**config.mk**
```make
export PLATFORM = sky130hd
export DESIGN_NAME = ipv4_dotted_text_parser
export DESIGN_NICKNAME = d
export VERILOG_FILES = /design/src/sv/idtp_pkg.sv /design/src/sv/idtp_parse.sv /design/src/sv/idtp_out_buf.sv /design/src/sv/ipv4_dotted_text_parser.sv
export SDC_FILE = /design/constraint.sdc
export NUM_CORES = 1
export LEC_CHECK = 0
export BUFFER_PORTS_ARGS = -buffer_cell sky130_fd_sc_hd__buf_2
export CAP_MARGIN = 10
export CORE_MARGIN = 10
export CORE_UTILIZATION = 60
export DETAILED_ROUTE_END_ITERATION = 10
export PLACE_DENSITY = 0.83
export SLEW_MARGIN = 10
export SYNTH_ARGS = -nofsm -noshare
export SYNTH_HDL_FRONTEND = slang
export SYNTH_SLANG_ARGS = --single-unit
export TNS_END_PERCENT = 10
```
**constraint.sdc**
```tcl
create_clock -name clk -period 7.3 [get_ports clk]
set_clock_uncertainty 0.1 [all_clocks]
set_input_delay 2.19 -clock clk [delete_from_list [all_inputs] [get_ports clk]]
set_output_delay 2.19 -clock clk [all_outputs]
set_load 0.01 [all_outputs]
```
**src/sv/idtp_pkg.sv**
```systemverilog
package idtp_pkg;

  // character codes
  localparam logic [7:0] CH_DOT  = 8'h2E;
  localparam logic [7:0] CH_ZERO = 8'h30;
  localparam logic [7:0] CH_NINE = 8'h39;

  localparam logic [8:0] OCTET_MAX   = 9'd255;
  localparam logic [8:0] ACC_SAT     = 9'd511;
  localparam logic [2:0] FIELD_COUNT = 3'd4;

  typedef enum logic [1:0] {
    ST_OK       = 2'd0,
    ST_NONDIGIT = 2'd1,
    ST_RANGE    = 2'd2,
    ST_SHORT    = 2'd3
  } status_t;

  typedef struct packed {
    logic [7:0] ch;
    logic       is_end;
  } idtp_in_t;

  typedef struct packed {
    logic [1:0]  status;
    logic [31:0] address;
  } idtp_out_t;

endpackage

```
**src/sv/idtp_parse.sv**
```systemverilog
module idtp_parse (
  input  logic               clk,
  input  logic               rst,
  input  logic               in_fire,
  input  idtp_pkg::idtp_in_t in_word,
  output logic               res_push,
  output idtp_pkg::idtp_out_t res_word
);
  import idtp_pkg::*;

  logic [8:0]  octet_acc, octet_acc_next;
  logic [2:0]  fields_done, fields_done_next;
  logic [7:0]  octet_store [4];
  logic [7:0]  octet_store_next [4];
  status_t     first_error, first_error_next;

  logic        busy;
  logic        is_digit;
  logic        over;
  logic [12:0] acc_mul;
  logic [12:0] acc_sum;
  logic [8:0]  acc_digit;
  status_t     end_error;
  logic [2:0]  end_fields;
  logic [7:0]  end_store [4];

  assign busy     = (first_error == ST_OK) && (fields_done < FIELD_COUNT);
  assign is_digit = in_word.ch inside {[CH_ZERO:CH_NINE]};
  assign over     = octet_acc > OCTET_MAX;

  // acc * 10 + digit, saturating at 511
  assign acc_mul   = {1'b0, octet_acc, 3'b000} + {3'b000, octet_acc, 1'b0};
  assign acc_sum   = acc_mul + {5'd0, in_word.ch - CH_ZERO};
  assign acc_digit = (acc_sum > {4'd0, ACC_SAT}) ? ACC_SAT : acc_sum[8:0];

  // end item: close the open field, then check the count
  always_comb begin
    end_error  = first_error;
    end_fields = fields_done;
    for (int i = 0; i < 4; i++) begin
      end_store[i] = octet_store[i];
    end
    if (busy) begin
      if (over) begin
        end_error = ST_RANGE;
      end else begin
        end_store[fields_done[1:0]] = octet_acc[7:0];
        end_fields = fields_done + 3'd1;
      end
    end
    if (end_error == ST_OK && end_fields < FIELD_COUNT) begin
      end_error = ST_SHORT;
    end
  end

  assign res_push       = in_fire && in_word.is_end;
  assign res_word.status = end_error;
  assign res_word.address = (end_error == ST_OK) ?
      {end_store[0], end_store[1], end_store[2], end_store[3]} : 32'd0;

  always_comb begin
    octet_acc_next   = octet_acc;
    fields_done_next = fields_done;
    first_error_next = first_error;
    for (int i = 0; i < 4; i++) begin
      octet_store_next[i] = octet_store[i];
    end
    if (in_fire) begin
      if (in_word.is_end) begin
        octet_acc_next   = 9'd0;
        fields_done_next = 3'd0;
        first_error_next = ST_OK;
        for (int i = 0; i < 4; i++) begin
          octet_store_next[i] = 8'd0;
        end
      end else if (busy) begin
        if (in_word.ch == CH_DOT) begin
          if (over) begin
            first_error_next = ST_RANGE;
          end else begin
            octet_store_next[fields_done[1:0]] = octet_acc[7:0];
            fields_done_next = fields_done + 3'd1;
            octet_acc_next   = 9'd0;
          end
        end else if (is_digit) begin
          octet_acc_next = acc_digit;
        end else begin
          first_error_next = ST_NONDIGIT;
        end
      end
    end
  end

  always_ff @(posedge clk) begin
    if (rst) begin
      octet_acc   <= 9'd0;
      fields_done <= 3'd0;
      first_error <= ST_OK;
      for (int i = 0; i < 4; i++) begin
        octet_store[i] <= 8'd0;
      end
    end else begin
      octet_acc   <= octet_acc_next;
      fields_done <= fields_done_next;
      first_error <= first_error_next;
      for (int i = 0; i < 4; i++) begin
        octet_store[i] <= octet_store_next[i];
      end
    end
  end

endmodule

```
**src/sv/idtp_out_buf.sv**
```systemverilog
module idtp_out_buf (
  input  logic                clk,
  input  logic                rst,
  input  logic                push,
  input  idtp_pkg::idtp_out_t push_word,
  output logic                push_ready,
  output logic                out_valid,
  input  logic                out_ready,
  output idtp_pkg::idtp_out_t out_word
);
  import idtp_pkg::*;

  logic      main_valid;
  idtp_out_t main_word;
  logic      skid_valid;
  idtp_out_t skid_word;

  assign push_ready = !skid_valid;
  assign out_valid  = main_valid;
  assign out_word   = main_word;

  always_ff @(posedge clk) begin
    if (rst) begin
      main_valid <= 1'b0;
      skid_valid <= 1'b0;
    end else if (!main_valid || out_ready) begin
      if (skid_valid) begin
        main_valid <= 1'b1;
        skid_valid <= 1'b0;
      end else begin
        main_valid <= push;
      end
    end else if (push) begin
      skid_valid <= 1'b1;
    end
  end

  always_ff @(posedge clk) begin
    if (!main_valid || out_ready) begin
      main_word <= skid_valid ? skid_word : push_word;
    end else if (push) begin
      skid_word <= push_word;
    end
  end

endmodule

```
**src/sv/ipv4_dotted_text_parser.sv**
```systemverilog
// Channel  Signals                              Word
// -------  -----------------------------------  ------------------------------
// char     char_valid, char_ready, char_data    ch[7:0], is_end
// addr     addr_valid, addr_ready, addr_data    status[1:0], address[31:0]
//
// One char word per cycle while char_ready is high. Each character updates
// the field accumulator in the cycle it is taken; an end word's result is
// registered before it reaches addr. Synchronous active-high rst clears the
// parser and the result buffer. A two-deep result buffer lets char keep
// flowing while a result waits; char_ready drops only when two are pending.
module ipv4_dotted_text_parser (
  input  logic                clk,
  input  logic                rst,
  input  logic                char_valid,
  output logic                char_ready,
  input  idtp_pkg::idtp_in_t  char_data,
  output logic                addr_valid,
  input  logic                addr_ready,
  output idtp_pkg::idtp_out_t addr_data
);
  import idtp_pkg::*;

  logic      char_fire;
  logic      res_push;
  idtp_out_t res_word;

  // a char word is taken whenever the result buffer has a free slot
  assign char_fire = char_valid && char_ready;

  // field accumulator, octet store and sticky error
  idtp_parse u_parse (
    .clk      (clk),
    .rst      (rst),
    .in_fire  (char_fire),
    .in_word  (char_data),
    .res_push (res_push),
    .res_word (res_word)
  );

  // result register with skid slot
  idtp_out_buf u_out_buf (
    .clk        (clk),
    .rst        (rst),
    .push       (res_push),
    .push_word  (res_word),
    .push_ready (char_ready),
    .out_valid  (addr_valid),
    .out_ready  (addr_ready),
    .out_word   (addr_data)
  );

endmodule
```
# Word-level counts from Yosys, hierarchy flattened
# Memory sizes are Yosys's and may differ from the RTL's.
# Cells that the tools add are included.
[word_totals]
register_bits = 84
ramBits = 32
in_bits = 13
output_inout_bits = 36
elab_cells = 88
mem_count = 1
[classes]
n_addsub = 4
magnitude_cmp = 8
n_eq_ne = 3
muxes = 37
bitwise = 6
n_reduce_logical = 20
[memory_table]
columns = ["name", "words", "word_bits", "rd", "rd_clocked_by_memory_dff", "write_ports", "line_no", "source"]
rows = [
  ["u_parse.octet_store", 4, 8, 4, 0, 4, "idtp_parse.sv:13", "logic [7:0] octet_store [4];"],
]
[op_table]
columns = ["operator", "count"]
rows = [
  ["$mux 32", 7],
  ["$mux 9", 6],
  ["$mux 8", 5],
  ["$mux 34", 1],
  ["$bwmux 32", 1],
  ["$demux 8 s2", 1],
  ["$mux 3", 5],
  ["$mux 2", 7],
  ["$add 12x10->13", 1],
  ["$add 13x8->13", 1],
  ["$gt 13x9->1 const B", 1],
  ["$gt 9x8->1 const B", 1],
  ["$eq 8x6->1 const B", 1],
  ["$ge 8x6->1 const B", 1],
  ["$le 8x6->1 const B", 1],
  ["$sub 8x6->8 const B", 1],
  ["$logic_and 1x1->1", 6],
  ["$logic_not 2->1", 3],
  ["$lt 3x3->1 const B", 2],
  ["$ne 3x3->1 const B", 2],
  ["$reduce_and 3->1", 2],
  ["$mux 1", 4],
  ["$or 1x1->1", 4],
  ["$reduce_and 4->1", 1],
  ["other kinds (11)", 13],
]

# Depth between registers and ports, before layout
# Gate-level depths: netlist (run 1).
[depth]
word_depth = 12
depth_mapped = 11

# By module
# Synthesis (run 1) repeated with hierarchy kept, for this count alone.
[unflattened]
cells_unflattened = 502
area_unflattened_um2 = 5730.5
[modules_own_cells]
columns = ["mod", "instances", "cells_per_inst", "area_each_um2", "seq_area_each_um2"]
rows = [
  ["idtp_parse", 1, 386, 3051.7, 920.9],
  ["idtp_out_buf", 1, 115, 2672.6, 2082.0],
  ["ipv4_dotted_text_parser", 1, 1, 6.3, 0.0],
]

# Least setup slack after synthesis (run 1)
# OpenSTA, ideal clock, no wires.
[synth_timing]
kind = "in2reg"
startpoint = "input addr_ready"
endpoint = "register u_out_buf.skid_word[0] in the netlist's numbering (enable)"
setup_ps = 425
t_arrival_ps = 4638
required_time_ps = 6775
setup_slack_ps = 2137
stages = 2
path_cell_list = "nand2b_1 > nor2_1"
[synth_via]
elab_chain_len = 3
[synth_rtl]
columns = ["element", "line_no", "source"]
rows = [
  ["from (decl)", "ipv4_dotted_text_parser.sv:18", "input logic addr_ready,"],
  ["$logic_or 1x1->1", "idtp_out_buf.sv:39", "if (!main_valid || out_ready) begin"],
  ["$not 1->1 (no source line)", "--", ""],
  ["$reduce_and 2->1 (no source line)", "--", ""],
  ["to (signal assigned)", "idtp_out_buf.sv:42", "skid_word <= push_word;"],
  ["to (decl)", "idtp_out_buf.sv:16", "idtp_out_t skid_word;"],
]
# Every way passes these cells.
# A chain may end at the register's enable or synchronous reset.

# Worst setup path after layout (run 1)
[layout_timing]
startpoint = "input char_data[5] in the netlist's numbering"
endpoint = "register u_parse.octet_acc[4]"
[layout_via]
elab_chain_len = 8
word_cells_on_any_way = 15
[layout_rtl]
columns = ["element", "line_no", "source"]
rows = [
  ["from (decl)", "ipv4_dotted_text_parser.sv:16", "input idtp_pkg::idtp_in_t char_data,"],
  ["$sub 8x6->8", "idtp_parse.sv:33", "assign acc_sum = acc_mul + {5'd0, in_word.ch - CH_ZERO};"],
  ["$add 13x8->13", "idtp_parse.sv:33", ""],
  ["$gt 13x9->1", "idtp_parse.sv:34", "assign acc_digit = (acc_sum > {4'd0, ACC_SAT}) ? ACC_SAT : acc_sum[8:0];"],
  ["$mux 9", "idtp_parse.sv:34", ""],
  ["$mux 9", "idtp_parse.sv:85", "end else if (is_digit) begin"],
  ["$mux 9", "idtp_parse.sv:77", "if (in_word.ch == CH_DOT) begin"],
  ["$mux 9", "idtp_parse.sv:76", "end else if (busy) begin"],
  ["$mux 9", "idtp_parse.sv:69", "if (in_word.is_end) begin"],
  ["to (signal assigned)", "idtp_parse.sv:103", "octet_acc <= octet_acc_next;"],
  ["to (decl)", "idtp_parse.sv:11", "logic [8:0] octet_acc, octet_acc_next;"],
]
# Parallel ways exist; a longest one is shown, timed or not. The select of a mux whose other input is x is not followed.

==> impl_metrics.py, run 1 <==
metrics = {
    "floorplan": {
        "io_pins": 49,
        "fp.dieW_um": 116,
        "start_util_pct": 62.4,
        "rows": 34,
        "dieArea_um2": 13400,
        "die_h_um": 116,
        "core_um2": 8850,
    },
    "clock_network": {
        "cts_made_buffers": 17,
        "cts.sinks": 116,
        "cts_tree": "built",
        "cts_hold_buf": 0,
        "clkLatencyLatePin_ns": 0.52,
        "cts_resized": 0,
        "postCtsSetupBuffers": 0,
        "h-tree-depth": 4,
        "cts_root_buffer": "clkbuf_8",
        "clk_pin_slew_ns": 0.05,
        "clk_path_buf_depth": 2,
    },
    "grt": {
        "grt_pass1_wl_um": 20400,
        "grt_max_degree": 68,
        "antenna_found_initial": 0,
        "grt_use_total_pct": 19.5,
        "grt_pass1_vias": 4200,
        "overflow": 0,
    },
    "setup_path": {
        "cp-end-kind": "register",
        "cp.required_ns": 7.61,
        "cp-start-kind": "primary input",
        "crit_fanout": 9,
        "path_class": "in -> reg",
        "cp.arrival_ns": 4.93,
    },
    "sta": {
        "period_share_pct": 63.3,
        "finalHoldViolations": 0,
        "maxSlewViolCount": 0,
        "relSlewSlack_pct": 36.7,
        "setup_violations": 0,
        "tightest_slew_ns": 0.949,
        "rsz0062_at_grt": "false",
        "timing.setup.tns_ns": 0,
        "finalCriticalPeriod_ns": 4.62,
        "max_freq_ghz": 0.216,
    },
    "run_status": {
        "status": "finished, final reports clean",
    },
    "placement": {
        "hpwl_um": 8000,
        "finalWeightedCongestion": 0.867,
        "io_buffer_count": 48,
        "placed_cell_area_um2": 5830,
    },
    "logic_synthesis": {
        "ys_types": 46,
        "ys_ff_latch": 116,
        "yosysTopAreaCell": "edfxtp_1",
        "synth_top_area_share_pct": 37.0,
        "ys_seq_area_share_pct": 54.3,
        "synthTopCellsByArea": "edfxtp_1, dfxtp_1, nor2_1",
        "synth_edf_count": 68,
        "async_flop_share_pct": 0,
        "synthFlopType": "edfxtp_1",
        "syn_area_um2": 5530,
        "syn-instance-count": 522,
        "yosysWarnings": 0,
        "syn_nets": 560,
        "syn-mean-instance-area_um2": 10.6,
    },
    "route": {
        "ant_nets": 0,
        "vias": 4172,
        "drt_wl_total_um": 12500,
        "viasPerCell": 6.07,
        "initialDrtViolationCount": 275,
        "wl_per_cell_um": 18.1,
        "post-route-drc-count": 0,
        "dr.pass1.iters": 6,
    },
    "finish": {
        "synthToLayoutAreaGrowth_pct": 15.2,
        "layout_commonest_cell": "nor2_1",
        "final_area_um2": 6370,
        "nFillCells": 619,
        "fin_nets": 604,
        "drive_above_1_share_pct": 16.9,
        "layout_common_cells": "nor2_1, edfxtp_1, buf_2",
        "diodes": 0,
    },
    "flow_run": {
        "drv_cap": 0,
    },
    "pwr": {
        "cellPowerDensity_nw_per_um2": 240,
        "ir_drop_uv": 166,
        "p_leak_nw": 2.53,
    },
    "hold_path": {
        "holdCritPathClass": "reg -> reg",
    },
}
per-layer routing:
metal	part of all wire [%]	global-route usage, %
met5	0	0
met4	3.8	10.8
met3	6.6	5.32
met2	49	32.4
met1	40	22.5
cell usage after synthesis, types with 8 or more instances:
library cell / number
ha_1: 19
o21ai_0: 9
nand2_1: 41
o31ai_1: 32
inv_1: 22
clkbuf_1: 17
a22oi_1: 33
edfxtp_1: 68
dfxtp_1: 48
mux2i_1: 8
a22o_1: 8
nor2_1: 100
a21oi_1: 36
area by class of cell:
| class | instances | area (um^2) | area share, % |
|---|---|---|---|
| Clock buffer | 20 | 425 | 6.68 |
| Tap cell | 108 | 135 | 2.12 |
| Multi-Input combinational cell | 358 | 2340 | 36.8 |
| Clock inverter | 12 | 114 | 1.79 |
| Timing Repair Buffer | 51 | 263 | 4.13 |
| Sequential cell | 116 | 3000 | 47.2 |
| Inverter | 22 | 82.6 | 1.30 |
through the flow:
stage	instances	utilization, %	power (mW)	hold slack (ns)	setup WS (ns)
after global routing	687	71.9	1.57	0.428	2.38
final	687	71.9	1.53	0.399	2.68
after global placement	655	65.9	0.784	0.378	2.28
after CTS	687	71.9	1.53	0.401	2.70
after detailed placement	655	65.9	0.788	0.384	2.18
after floorplan	522	-	0.765	0.365	2.14
cell families (layout without fill, tap and decap cells):
kind of cell               count (synthesis)  in the layout  synth area share, %
and+or+nand+nor                          178            178                 15.4
xor gates and xnor gates                   8              8                 1.27
AOI/OAI and AO/OA                        137            137                 17.3
muxes                                     10             10                 1.86
buffers and inverters                     48            105                 3.37
adders and majority gates                 25             25                 6.48
DFF                                      116            116                 54.3
registers in the layout, summed over array words and instances, names as in the netlist:
name / flops
u_parse.octet_acc: 9
u_parse.octet_store: 32
u_out_buf.out_valid: 1
u_out_buf.out_word: 34
u_parse.first_error: 2
u_out_buf.skid_word: 34
u_parse.fields_done: 3
u_out_buf.skid_valid: 1
power by group:
part	switching [mW]	internal (mW)	total, mW	leakage, nW
combinational	0.0515	0.0243	0.0758	1.11
clock	0.276	0.478	0.754	0.259
sequential	0.00365	0.696	0.700	1.16
critical path, cell delays in order:
cell and delay (ns):
buf_2 0.13, inv_1 0.05, ha_1 0.31, fa_1 0.50
inv_1 0.05, ha_1 0.34, nor2_1 0.15, a211oi_1 0.08
or2_2 0.34, o311ai_4 0.43, nand3_1 0.15, a22o_1 0.22
final timing paths:
path	start	end	slack, ns	depth (start not counted)
worst max register to register	u_parse.octet_acc[5]	u_parse.octet_acc[4]	3.92	10
worst min-delay path	u_parse.octet_store[2][5]	u_parse.octet_store[2][5]	0.40	2
worst max-delay path	char_data[5]	u_parse.octet_acc[4]	2.68	12
worst min register to register	u_parse.octet_store[2][5]	u_parse.octet_store[2][5]	0.40	2
Power figures use the tool's default switching activity.
==> inputs of run 2 (changes only) <==
--- a/config.mk
+++ b/config.mk
@@ -8,9 +8,9 @@
 export BUFFER_PORTS_ARGS = -buffer_cell sky130_fd_sc_hd__buf_2
 export CAP_MARGIN = 10
 export CORE_MARGIN = 10
-export CORE_UTILIZATION = 60
+export CORE_UTILIZATION = 59
 export DETAILED_ROUTE_END_ITERATION = 10
-export PLACE_DENSITY = 0.83
+export PLACE_DENSITY = 0.82
 export SLEW_MARGIN = 10
 export SYNTH_ARGS = -nofsm -noshare
 export SYNTH_HDL_FRONTEND = slang
==> constraint.sdc (replaced) <==
create_clock -name clk -period 4.8 [get_ports clk]
set_clock_uncertainty 0.1 [all_clocks]
set_input_delay 1.44 -clock clk [delete_from_list [all_inputs] [get_ports clk]]
set_output_delay 1.44 -clock clk [all_outputs]
set_load 0.01 [all_outputs]
==> run 2 against run 1 <==
Net effect: via count rose by 0.43%; non-clock buffer count did not move; worst hold slack got worse by 0.0011 ns; setup slack got worse by 1.8 ns; clock power rose by 72%; die area rose by 1.4%; flip-flop and latch count did not move; cell count rose by 0.44%; combinational power rose by 52%; clock-buffer cell count rose by 2; first-iteration DRC count rose by 21%; largest power group unchanged.
==> impl_metrics.py, run 2 (same netlist as run 1, synthesis figures left out) <==
metrics = {
    "route": {
        "dr.pass1.iters": 5,
        "top_layer": "met4",
        "vias": 4190,
        "met3_length_um": 888,
        "initialDrtViolationCount": 332,
        "post-route-drc-count": 0,
        "viasPerCell": 6.07,
        "ant_nets": 0,
        "dr_wl_met2_um": 6270,
        "wl_per_cell_um": 18.4,
        "drt-met1-wl_um": 5130,
        "drt_wl_total_um": 12700,
    },
    "sta": {
        "finalCriticalPeriod_ns": 3.92,
        "max_freq_ghz": 0.255,
        "tightest_slew_ns": 1.11,
        "timing.setup.tns_ns": 0,
        "maxSlewViolCount": 0,
        "period_share_pct": 81.7,
        "rsz0062_at_grt": "false",
        "relSlewSlack_pct": 26.1,
        "finalHoldViolations": 0,
        "setup_violations": 0,
    },
    "pwr": {
        "ir_drop_uv": 252,
        "p_leak_nw": 2.57,
        "intPower_mw": 1.96,
        "p_clk_share_pct": 52.5,
        "combPwrFrac_pct": 4.6,
        "cellPowerDensity_nw_per_um2": 385,
        "p_sw_mw": 0.520,
        "swShare_pct": 20.9,
        "p_seq_share_pct": 42.9,
    },
    "finish": {
        "final_area_um2": 6440,
        "diodes": 0,
        "fin_nets": 604,
        "drive_above_1_share_pct": 17.6,
        "layout_common_cells": "nor2_1, edfxtp_1, buf_2",
        "layout_commonest_cell": "nor2_1",
        "synthToLayoutAreaGrowth_pct": 16.6,
    },
    "clock_network": {
        "clk_path_buf_depth": 2,
        "cts.sinks": 116,
        "cts_hold_buf": 0,
        "clkLatencyLatePin_ns": 0.52,
        "h-tree-depth": 4,
        "cts_resized": 0,
        "cts_made_buffers": 17,
        "postCtsSetupBuffers": 0,
        "cts_root_buffer": "clkbuf_8",
        "cts_tree": "built",
        "clk_pin_slew_ns": 0.06,
    },
    "grt": {
        "grt_pass1_wl_um": 21000,
        "grt_max_degree": 68,
        "overflow": 0,
        "grt_use_total_pct": 19.6,
        "grt_pass1_vias": 4129,
        "antenna_found_initial": 0,
    },
    "hold_path": {
        "holdCritPathClass": "reg -> reg",
        "hold_start": "u_parse.octet_store[1][0]",
    },
    "floorplan": {
        "start_util_pct": 60.1,
        "die_h_um": 117,
        "rows": 35,
        "fp.dieW_um": 117,
        "dieArea_um2": 13600,
        "core_um2": 9200,
        "io_pins": 49,
    },
    "setup_path": {
        "crit_fanout": 9,
        "crit_family": "adder cells",
        "path_class": "in -> reg",
        "cp-end-kind": "register",
        "cp.arrival_ns": 4.23,
        "startpoint": "char_data[5]",
        "cp.required_ns": 5.11,
        "path_buf_inv": 3,
        "cp-start-kind": "primary input",
        "crit_slowest_cell": "fa_1",
        "cp_cell_sequence": "buf_2 -> inv_1 -> ha_1 -> fa_1 -> inv_1 -> ha_1 -> nor2_1 -> a211oi_1 -> or2_2 -> o311ai_4 -> nand3_1 -> a22o_1",
        "critPathMaxStageDelay_ns": 0.48,
        "r2r_start": "u_parse.octet_acc[2]",
    },
    "placement": {
        "placed_cell_area_um2": 5830,
        "hpwl_um": 7990,
        "finalWeightedCongestion": 0.889,
        "io_buffer_count": 48,
    },
    "flow_run": {
        "drv_cap": 0,
    },
    "run_status": {
        "status": "finished, final reports clean",
    },
}
-- run 2: cell types whose count changed in the layout (fill, tap and decap cells not counted), sizes merged --
| cell | before | now |
|---|---|---|
| clkinvlp | 2 | 1 |
| bufinv | 2 | 4 |
| clkinv | 8 | 5 |
| clkbuf | 20 | 22 |
-- run 2: final cells by class --
cell class,instances,area (um^2)
flip-flops and latches,116,3000
fillers,635,2760
multi-input cells,358,2340
clock buffers,22,453
repair buffers,51,263
clock inverters,10,156
well taps,111,139
inverters,22,82.6
-- run 2: power groups by stage --
stage          registers, mW  logic, mW  clock network [mW]
3_3_place_gp            1.08      0.110                   0
6_report                1.06      0.115                1.30
4_1_cts                 1.06      0.115                1.30
3_5_place_dp            1.08      0.113                   0
5_1_grt                 1.07      0.128                1.34
2_1_floorplan           1.09     0.0739                   0
-- run 2: layer usage --
metal	track usage (%)	vias up
met5	0	-
met1	23.1	1961
met4	10.9	0
met2	32.2	199
li1	-	1986
met3	4.94	44
-- run 2: worst paths after layout --
kind                                     to  slack, ns  cells past startpoint
setup / recovery       u_parse.octet_acc[6]       0.88                     12
hold / removal    u_parse.octet_store[1][0]       0.40                      2
setup reg to reg       u_parse.octet_acc[6]       1.36                     10
hold reg to reg   u_parse.octet_store[1][0]       0.40                      2
-- run 2: stage by stage --
step / util (%) / power [mW] / setup slack, ns / std cells / hold WS (ns)
finish: 70.0 / 2.48 / 0.879 / 690 / 0.398
global route: 70.0 / 2.53 / 0.729 / 690 / 0.435
CTS: 70.0 / 2.48 / 0.906 / 690 / 0.403
detailed placement: 63.4 / 1.20 / 0.366 / 658 / 0.385
global placement: 63.4 / 1.19 / 0.534 / 658 / 0.379
floorplan: - / 1.16 / 0.387 / 522 / 0.365
-- run 2: worst min-delay path, stage by stage, from the launching register on --
cell and delay, ns:
dfxtp_1 0.32, a22oi_1 0.07, nor2_1 0.07
==> inputs of run 3 (changes only) <==
--- a/config.mk
+++ b/config.mk
@@ -5,12 +5,13 @@
 export SDC_FILE = /design/constraint.sdc
 export NUM_CORES = 1
 export LEC_CHECK = 0
+export ABC_AREA = 1
 export BUFFER_PORTS_ARGS = -buffer_cell sky130_fd_sc_hd__buf_2
 export CAP_MARGIN = 10
 export CORE_MARGIN = 10
-export CORE_UTILIZATION = 59
+export CORE_UTILIZATION = 60
 export DETAILED_ROUTE_END_ITERATION = 10
-export PLACE_DENSITY = 0.82
+export PLACE_DENSITY = 0.83
 export SLEW_MARGIN = 10
 export SYNTH_ARGS = -nofsm -noshare
 export SYNTH_HDL_FRONTEND = slang
==> constraint.sdc (replaced) <==
create_clock -name clk -period 3.7 [get_ports clk]
set_clock_uncertainty 0.1 [all_clocks]
set_input_delay 1.11 -clock clk [delete_from_list [all_inputs] [get_ports clk]]
set_output_delay 1.11 -clock clk [all_outputs]
set_load 0.01 [all_outputs]
==> run 3 against run 2 <==
Net effect: clock-buffer cell count shrank 1; die area grew 8.0%; area after synthesis grew 12%.
==> impl_metrics.py, run 3 <==
metrics = {
    "run_status": {
        "status": "finished, final reports clean",
    },
    "setup_path": {
        "crit_path_frequent_cell": "nand2_1",
        "cp_cell_sequence": "buf_2 -> ha_1 -> xor2_1 -> fa_1 -> inv_1 -> ha_1 -> nand2_1 -> inv_1 -> nand2_1 -> nand2_1 -> nand2_1 -> nand3_1 -> nand2_1 -> nand2_1 -> nor2_2 -> nand3_1 -> nand2_1 -> a21oi_1",
        "cp-end-kind": "register",
        "path_buf_inv": 3,
        "path_class": "in -> reg",
        "crit_fanout": 9,
        "cp-start-kind": "primary input",
        "r2r_start": "u_parse.octet_acc[2]",
        "crit_family": "adder cells",
        "critPathMaxStageDelay_ns": 0.49,
        "cp.arrival_ns": 3.60,
        "cp.required_ns": 3.97,
        "startpoint": "char_data[5]",
        "crit_slowest_cell": "fa_1",
    },
    "route": {
        "dr_wl_met2_um": 7210,
        "wl_per_cell_um": 15.6,
        "drt_wl_total_um": 14500,
        "vias": 5186,
        "viasPerCell": 5.59,
        "drt-met1-wl_um": 5790,
        "top_layer": "met4",
        "post-route-drc-count": 0,
        "ant_nets": 0,
        "dr.pass1.iters": 5,
        "initialDrtViolationCount": 466,
        "met3_length_um": 1100,
    },
    "finish": {
        "diodes": 0,
        "layout_common_cells": "nand2_1, nor2_1, edfxtp_1",
        "regArea_um2": 3000,
        "synthToLayoutAreaGrowth_pct": 14.2,
        "fin_nets": 820,
        "drive_above_1_share_pct": 17.6,
        "stdcell_count": 928,
        "multiInputGateArea_um2": 2800,
        "layout_commonest_cell": "nand2_1",
        "nFillCells": 757,
    },
    "floorplan": {
        "fp.dieW_um": 121,
        "io_pins": 49,
        "dieArea_um2": 14700,
        "start_util_pct": 62.2,
        "rows": 36,
        "die_h_um": 121,
        "core_um2": 9910,
    },
    "logic_synthesis": {
        "synth_common_cells": "nand2_1, nor2_1, edfxtp_1",
        "syn-instance-count": 735,
        "syn-mean-instance-area_um2": 8.39,
        "synth_top_family_by_area": "simple AND/OR/NAND/NOR gates",
        "synth.most_common_cell": "nand2_1",
        "synth_fa_ha_area_share_pct": 5.80,
        "synth_top_area_share_pct": 33.1,
        "async_flop_share_pct": 0,
        "synth-compound-area-share_pct": 8.71,
        "synth-xor-area-share_pct": 0.995,
        "ys_seq_area_share_pct": 48.7,
        "synthFlopType": "edfxtp_1",
        "synthTopCellsByArea": "edfxtp_1, nand2_1, dfxtp_1",
        "syn_nets": 773,
        "synth-simple-area-share_pct": 29.8,
        "yosysWarnings": 0,
        "ys_ff_latch": 116,
        "yosysTopAreaCell": "edfxtp_1",
        "muxShareOfSynthArea_pct": 0,
        "synth_edf_count": 68,
        "ys_types": 37,
        "syn_area_um2": 6160,
    },
    "hold_path": {
        "hold_start": "u_parse.octet_acc[4]",
        "holdCritPathClass": "reg -> reg",
    },
    "clock_network": {
        "clk_pin_slew_ns": 0.05,
        "cts_tree": "built",
        "clk_path_buf_depth": 2,
        "postCtsSetupBuffers": 0,
        "clkLatencyLatePin_ns": 0.53,
        "h-tree-depth": 4,
        "cts_made_buffers": 17,
        "cts_hold_buf": 0,
        "cts_resized": 0,
        "cts_root_buffer": "clkbuf_8",
        "cts.sinks": 116,
    },
    "placement": {
        "finalWeightedCongestion": 0.861,
        "hpwl_um": 9600,
        "preCtsSetupSlack_ns": -0.149,
        "io_buffer_count": 48,
        "place_inst": 896,
    },
    "grt": {
        "grt_use_total_pct": 19.9,
        "grt_pass1_wl_um": 23800,
        "grt_pass1_vias": 5099,
        "antenna_found_initial": 0,
        "overflow": 0,
        "grt_max_degree": 47,
    },
    "sta": {
        "period_share_pct": 90.1,
        "rsz0062_at_grt": "false",
        "setup_slack_ns": 0.367,
        "relSlewSlack_pct": 32.7,
        "timing.setup.tns_ns": 0,
        "finalCriticalPeriod_ns": 3.33,
        "maxSlewViolCount": 0,
        "max_freq_ghz": 0.300,
        "setup_violations": 0,
        "finalHoldViolations": 0,
        "holdWs_ns": 0.369,
        "tightest_slew_ns": 1.01,
    },
    "pwr": {
        "combPwrFrac_pct": 13.4,
        "intPower_mw": 2.51,
        "p_seq_share_pct": 41.8,
        "swShare_pct": 25.9,
        "p_leak_nw": 2.99,
        "fin_total_pwr_mw": 3.39,
        "ir_drop_uv": 269,
        "p_clk_share_pct": 44.9,
        "cellPowerDensity_nw_per_um2": 481,
        "p_sw_mw": 0.876,
    },
    "flow_run": {
        "drv_cap": 0,
    },
}
## run 3: logic make-up after synthesis
logic type / Yosys count
AND/OR/NAND/NOR: 408
flip-flops: 116
AO/OA/AOI/OAI: 96
buffers and inverters: 83
adder cells (fa/ha/maj): 25
XOR/XNOR: 7
## run 3: path summary, 6_finish.rpt
kind	end	slack, ns	cells past startpoint
max	u_parse.octet_acc[6]	0.37	18
min	u_parse.octet_acc[4]	0.37	2
max reg2reg	u_parse.octet_acc[6]	0.78	16
min reg2reg	u_parse.octet_acc[4]	0.37	2
## run 3: per-layer routing
| metal | vias up | track usage [%] |
|---|---|---|
| met4 | 0 | 8.42 |
| met5 | - | 0 |
| li1 | 2489 | - |
| met3 | 32 | 5.49 |
| met1 | 2437 | 22.8 |
| met2 | 228 | 34.0 |
## run 3: worst min-delay path, stage by stage (launching register included)
cell	delay [ns]
dfxtp_1	0.31
nand2_1	0.06
a21oi_1	0.06
## run 3: power by group through the flow
stage	registers [mW]	clock network, mW	logic [mW]
floorplan	1.45	0	0.307
global placement	1.44	0	0.434
detailed placement	1.44	0	0.446
CTS	1.42	1.53	0.450
global route	1.42	1.60	0.503
finish	1.42	1.52	0.452
## run 3: final cells by class
type	instances	share of cell area, %
flip-flops and latches	116	42.6
inverters	52	2.77
clock inverters	11	1.58
well taps	133	2.36
repair buffers	59	4.58
multi-input cells	536	39.8
clock buffers	21	6.24
## run 3: per-stage QoR
stage	util, %	area (um^2)
after global placement	65.5	6490
final	71.1	7040
after floorplan	-	6180
after CTS	71.1	7040
after global routing	71.1	7040
after detailed placement	65.5	6490
